**src/hw/rtl/counting_bloom_filter_top_defines.svh**
```systemverilog
// Assertion macros for the counting Bloom filter RTL.
`ifndef COUNTING_BLOOM_FILTER_TOP_DEFINES_SVH
`define COUNTING_BLOOM_FILTER_TOP_DEFINES_SVH

// Same-cycle implication, disabled during reset.
`define CBF_ASSERT_NOW(label, ante, cons, msg) \
    label: assert property (@(posedge clk) disable iff (!rst_n) (ante) |-> (cons)) \
        else $error(msg);

// Next-cycle implication, disabled during reset.
`define CBF_ASSERT_NEXT(label, ante, cons, msg) \
    label: assert property (@(posedge clk) disable iff (!rst_n) (ante) |=> (cons)) \
        else $error(msg);

`endif

```
**src/hw/rtl/cbf_pkg.sv**
```systemverilog
// Package: types, codes and defaults of the counting Bloom filter.
`default_nettype none

package cbf_pkg;

    localparam int unsigned TABLE_SIZE_DEF    = 1024;
    localparam int unsigned NUM_HASHES_DEF    = 3;
    localparam int unsigned COUNTER_WIDTH_DEF = 4;

    localparam int unsigned KEY_W  = 31;
    localparam int unsigned COEF_W = 31;
    localparam int unsigned OP_W   = 2;
    localparam int unsigned CFG_IDX_W = 3;

    localparam logic [COEF_W-1:0] PRIME_MOD = 31'h7FFF_FFFF;

    localparam logic [OP_W-1:0] OP_INSERT = 2'd0;
    localparam logic [OP_W-1:0] OP_QUERY  = 2'd1;
    localparam logic [OP_W-1:0] OP_DELETE = 2'd2;

    localparam logic [CFG_IDX_W-1:0] CFG_HASHES   = 3'd0;
    localparam logic [CFG_IDX_W-1:0] CFG_MULT_0   = 3'd1;
    localparam logic [CFG_IDX_W-1:0] CFG_OFFSET_0 = 3'd2;
    localparam logic [CFG_IDX_W-1:0] CFG_MULT_1   = 3'd3;
    localparam logic [CFG_IDX_W-1:0] CFG_OFFSET_1 = 3'd4;
    localparam logic [CFG_IDX_W-1:0] CFG_MULT_2   = 3'd5;
    localparam logic [CFG_IDX_W-1:0] CFG_OFFSET_2 = 3'd6;

    localparam logic [1:0]        HASHES_RST   = 2'd3;
    localparam logic [COEF_W-1:0] MULT_0_RST   = 31'd48271;
    localparam logic [COEF_W-1:0] OFFSET_0_RST = 31'd1;
    localparam logic [COEF_W-1:0] MULT_1_RST   = 31'd16807;
    localparam logic [COEF_W-1:0] OFFSET_1_RST = 31'd2;
    localparam logic [COEF_W-1:0] MULT_2_RST   = 31'd69621;
    localparam logic [COEF_W-1:0] OFFSET_2_RST = 31'd3;

    // Travels with each hash through the pipeline.
    typedef struct packed {
        logic [OP_W-1:0] op;
        logic            first;
        logic            last;
    } tag_t;

endpackage

`default_nettype wire

```
**src/hw/rtl/cbf_hash.sv**
```systemverilog
// Hash pipeline: ((mult*key + offset) mod 2^31-1) mod TABLE_SIZE, seven stages.
`default_nettype none

module cbf_hash
    import cbf_pkg::*;
#(
    parameter int unsigned TABLE_SIZE = TABLE_SIZE_DEF,
    localparam int unsigned IDX_W = $clog2(TABLE_SIZE)
)
(
    input  wire logic              clk,
    input  wire logic              rst_n,
    input  wire logic              en,
    input  wire logic              in_valid,
    input  wire tag_t              in_tag,
    input  wire logic [KEY_W-1:0]  key,
    input  wire logic [COEF_W-1:0] mult,
    input  wire logic [COEF_W-1:0] offset,
    output logic                   out_valid,
    output tag_t                   out_tag,
    output logic [IDX_W-1:0]       out_idx
);

    // Reciprocal for the table-size remainder: q estimate is q or q-1.
    localparam int unsigned SHIFT = 31 + IDX_W;
    localparam logic [63:0] RECIP_FULL = (64'd1 << SHIFT) / 64'(TABLE_SIZE);
    localparam logic [31:0] RECIP = RECIP_FULL[31:0];
    localparam int unsigned TS_W = IDX_W + 1;
    localparam logic [TS_W-1:0] TS = TS_W'(TABLE_SIZE);
    localparam int unsigned STAGES = 7;

    logic [STAGES-1:0] vld_reg;
    tag_t              tag_reg [STAGES];

    logic [61:0]       prod_reg;
    logic [COEF_W-1:0] off_reg;
    logic [61:0]       sum_reg;
    logic [31:0]       fold_reg;
    logic [30:0]       m3_reg;
    logic [30:0]       m4_reg;
    logic [62:0]       qp_reg;
    logic [30:0]       m5_reg;
    logic [30:0]       qt_reg;
    logic [IDX_W-1:0]  idx_reg;

    logic [31:0]       fold2;
    logic [30:0]       mod_p;
    logic [62:0]       q_full;
    logic [TS_W+30:0]  qt_full;
    logic [30:0]       rem;
    logic [30:0]       rem_fix;

    always_comb
    begin
        fold2 = {31'd0, fold_reg[31]} + {1'b0, fold_reg[30:0]};
        if (fold2 >= {1'b0, PRIME_MOD})
            mod_p = 31'(fold2 - {1'b0, PRIME_MOD});
        else
            mod_p = fold2[30:0];
        q_full  = qp_reg >> SHIFT;
        qt_full = (TS_W+31)'(q_full[30:0]) * (TS_W+31)'(TS);
        rem     = m5_reg - qt_reg;
        if (rem >= 31'(TABLE_SIZE))
            rem_fix = rem - 31'(TABLE_SIZE);
        else
            rem_fix = rem;
    end

    always_ff @(posedge clk or negedge rst_n)
    begin
        if (!rst_n)
            vld_reg <= '0;
        else if (en)
            vld_reg <= {vld_reg[STAGES-2:0], in_valid};
    end

    always_ff @(posedge clk)
    begin
        if (en)
        begin
            tag_reg[0] <= in_tag;
            for (int i = 1; i < STAGES; i++)
                tag_reg[i] <= tag_reg[i-1];
            prod_reg <= 62'(mult) * 62'(key);
            off_reg  <= offset;
            sum_reg  <= prod_reg + {31'd0, off_reg};
            fold_reg <= {1'b0, sum_reg[61:31]} + {1'b0, sum_reg[30:0]};
            m3_reg   <= mod_p;
            qp_reg   <= 63'(m3_reg) * 63'(RECIP);
            m4_reg   <= m3_reg;
            qt_reg   <= qt_full[30:0];
            m5_reg   <= m4_reg;
            idx_reg  <= rem_fix[IDX_W-1:0];
        end
    end

    assign out_valid = vld_reg[STAGES-1];
    assign out_tag   = tag_reg[STAGES-1];
    assign out_idx   = idx_reg;

endmodule

`default_nettype wire

```
**config.mk**
```make
export PLATFORM = sky130hd
export DESIGN_NAME = cbf_hash
export DESIGN_NICKNAME = d
export VERILOG_FILES = /design/src/hw/rtl/counting_bloom_filter_top_defines.svh /design/src/hw/rtl/cbf_pkg.sv /design/src/hw/rtl/cbf_hash.sv
export SDC_FILE = /design/constraint.sdc
export NUM_CORES = 2
export LEC_CHECK = 0
export ABC_AREA = 1
export BUFFER_PORTS_ARGS = -buffer_cell sky130_fd_sc_hd__buf_2
export CORE_MARGIN = 5
export CORE_UTILIZATION = 40
export DETAILED_ROUTE_END_ITERATION = 12
export GPL_ROUTABILITY_DRIVEN = 0
export HOLD_SLACK_MARGIN = 0.05
export MAX_ROUTING_LAYER = met4
export PLACE_DENSITY = 0.6
export RECOVER_POWER = 100
export SKIP_LAST_GASP = 1
export SLEW_MARGIN = 0
export SYNTH_ARGS = -nofsm -noshare
export SYNTH_HDL_FRONTEND = slang
export SYNTH_SLANG_ARGS = --single-unit
```
**constraint.sdc**
```tcl
create_clock -name clk -period 4.44 [get_ports clk]
set_input_delay 0.222 -clock clk [delete_from_list [all_inputs] [get_ports clk]]
set_output_delay 0.222 -clock clk [all_outputs]
set_load 0.03 [all_outputs]
```
==> impl_metrics.ini <==
[timing]
fmax_mhz = 166.8
post-route-min-period_ps = 5996
final.setup.worst_slack_ps = -1556
drv_slew = 273
setup_viol = 54
maxSlewHeadroom_pct = -100.6
hold_violations = 0
rsz0062_at_grt = true
worst_pin_slew_ps = 3008
fin_crit_sh_pct = 135.1
fin_skew_ps = 34.83

[logic_synthesis]
ys_seq_elements = 262
syn-num-nets = 7065
ys_async_sr_fraction_pct = 2.672
yosysTopAreaCell = fa_1
yosysTopAreaCellShare_pct = 35.80
synth-edff-count = 255
synth-simple-area-share_pct = 18.01
synth_area_sq_mm = 0.04692
synth_ff_type = edfxtp_1
synth.avg_cell_area_sq_um = 8.083
synth_xor_xnor_area_share_pct = 2.445
muxShareOfSynthArea_pct = 0.02400
yosysUniqueCellTypes = 40
synth_top_family_by_area = adder cells
synthCells = 5805
synth_compound_area_share_pct = 4.328
ys_seq_area_share_pct = 16.69
synth_area_leaders = fa_1 36%, edfxtp_1 16%, inv_1 13%, nand2_1 12%, ha_1 8.5%
synth_fa_ha_area_share_pct = 44.33
ys.warnings.count = 0

[worst_setup_path]
path_class = input port to flop
critPathMaxStageDelay_ps = 540
cp_slowest_cell = fa_1
reg2reg_slack_ps = 1050
cp_max_fo = 4
critPathCaptureType = flop
arrival_ps = 6310
path_common_cell = fa_1
crit_path_start_kind = input port
worstPathRequired_ps = 4750

[hold_path]
hp-class = input port to flop

[routing]
wl_per_cell_microns = 17.43
dr.pass1.iters = 8
via_per_inst = 4.893
drc = 0
ant_nets = 0
totalWireLength_mm = 136.8
vias = 38420
drtIter0Drc = 2457

[clocking]
cts_sinks = 262
cts-buffers-inserted = 30
clock_latency_ps = 580
cts_root_buf = clkbuf_16
cts_tree = built
htreeDepth = 1
clk_pin_slew_ps = 60
cts.path.max_buffers = 3

[floorplanning]
ios = 116
die_y_microns = 352.5
start_util_pct = 40.32
die_area_sq_mm = 0.1242
core-area_sq_mm = 0.1164
fp.dieW_microns = 352.5
rows = 125

[global_route]
grt_first_pass_wirelength_mm = 217.3
antenna_found_initial = 4
grt-ovfl-total = 0
grt_max_degree = 134
grt_pass1_vias = 40400
track_usage_pct = 22.38

[run]
maxCapViolCount = 3

[placed_design]
dp_slack_ps = -2535
place_hpwl_mm = 115.2
port_buffers = 115

[run_status]
violations = max-capacitance violations, max-slew violations, negative setup slack
status = finished with violations

[cells_and_area]
nNetsFinal = 7560
area_growth_syn_to_layout_pct = 23.98
drive_above_1_share_pct = 18.63
post-route-util_pct = 49.99
multi_input_area_sq_mm = 0.03521
fillers = 10940
ff_latch_area_sq_mm = 0.007833
## per-layer routing
layer,vias up,global-route usage [%],wire length [microns]
met5,-,-,0
met4,0,6.958,6037
met3,301,1.717,7215
met2,1178,38.40,67170
met1,18960,28.42,56400
li1,17980,-,-
## worst max-delay path: cells and delay by family
kind / cells / cell delay (ps)
AOI/OAI and AO/OA: 3 / 590
adders and majority gates: 9 / 4330
buffers and inverters: 10 / 710
and+or+nand+nor: 6 / 460
## cells in the final DEF, fill, tap and decap left out, types with 28 or more instances in the layout
cell | Yosys | routed
o21ai_0 | 97 | 62
dlygate4sd3_1 | 0 | 38
edfxtp_1 | 255 | 255
a21oi_4 | 0 | 30
buf_4 | 0 | 351
nor2_2 | 9 | 35
a21o_1 | 28 | 28
inv_2 | 2 | 86
nand2_2 | 8 | 50
nor3_1 | 41 | 34
ha_4 | 0 | 56
fa_2 | 0 | 61
nor2_1 | 320 | 251
clkbuf_16 | 0 | 33
a21oi_1 | 181 | 121
a21oi_2 | 0 | 30
inv_1 | 1582 | 1494
nand2_4 | 4 | 42
nand4_1 | 29 | 29
nand3_1 | 127 | 112
xor2_1 | 103 | 91
nor2_4 | 6 | 49
ha_1 | 320 | 261
buf_12 | 0 | 65
buf_2 | 0 | 46
fa_1 | 839 | 778
buf_6 | 0 | 101
nand2_1 | 1545 | 1464
## area by class of cell
class	instances	share of cell area [%]
Tap cell	1524	3.278
Multi-Input combinational cell	3772	60.52
Inverter	1584	10.24
Timing Repair Buffer	650	10.71
Antenna cell	4	0.01721
Clock inverter	21	0.4345
Clock buffer	35	1.340
Sequential cell	262	13.46
## what timing repair did
action | CTS | global route
cloned | 5 | 3
endpoints found under the setup margin | 54 | 54
hold endpoints to repair | 43 | 0
buffers inserted | 37 | 28
hold buffers | 38 | 0
gates resized for setup | 465 | 305
pin swaps | 181 | 156
## per-stage QoR
step,setup TNS [ps],hold slack (ps),std cells,cell area (sq um)
after global placement,-112800,60.35,7688,53210
final,-68780,356.3,7852,58170
after floorplan,-69330,-73.59,5805,47930
after detailed placement,-114070,64.19,7688,53210
after global routing,-78490,351.9,7852,58170
after CTS,-64460,244.7,7821,56910
## path summary, 6_finish.rpt
| path | from | end | cells past startpoint |
|---|---|---|---|
| min in group asynchronous | rst_n | vld_reg[5] | 3 |
| max reg2reg | fold_reg[0] | m3_reg[4] | 15 |
| max | key[21] | prod_reg[55] | 28 |
| max in group asynchronous | rst_n | vld_reg[3] | 3 |
| min | offset[17] | off_reg[17] | 2 |
| min reg2reg | tag_reg[5][0] | tag_reg[6][0] | 0 |
## synth_stat cells, types with 3 or more instances
cell type,instances
nor2_2,9
o21a_1,12
edfxtp_1,255
nand2_4,4
a31oi_1,11
nand3_1,127
nor2_4,6
nand2_2,8
dfrtp_1,7
nand3b_1,5
o21ai_1,3
o21ai_0,97
inv_1,1582
a21o_1,28
o211ai_1,8
nor3_1,41
ha_1,320
nand2_1,1545
o21bai_1,20
xnor2_1,28
nor4_1,11
a21boi_0,5
xor2_1,103
nand4_1,29
a21oi_1,181
nor2_1,320
fa_1,839
clkbuf_1,187
## logic make-up (layout without fill, tap and decap cells)
family          after synthesis  in the layout
xor+xnor                    131            131
flops                       262            262
other cells                   0              4
simple gates               2115           2115
compound gates              366            366
fa+ha+maj                  1159           1159
mux                           1              1
buf+inv                    1771           2290
Power is not shown: default switching activity piles up to over one toggle a cycle in this logic, so the estimate is an artifact.
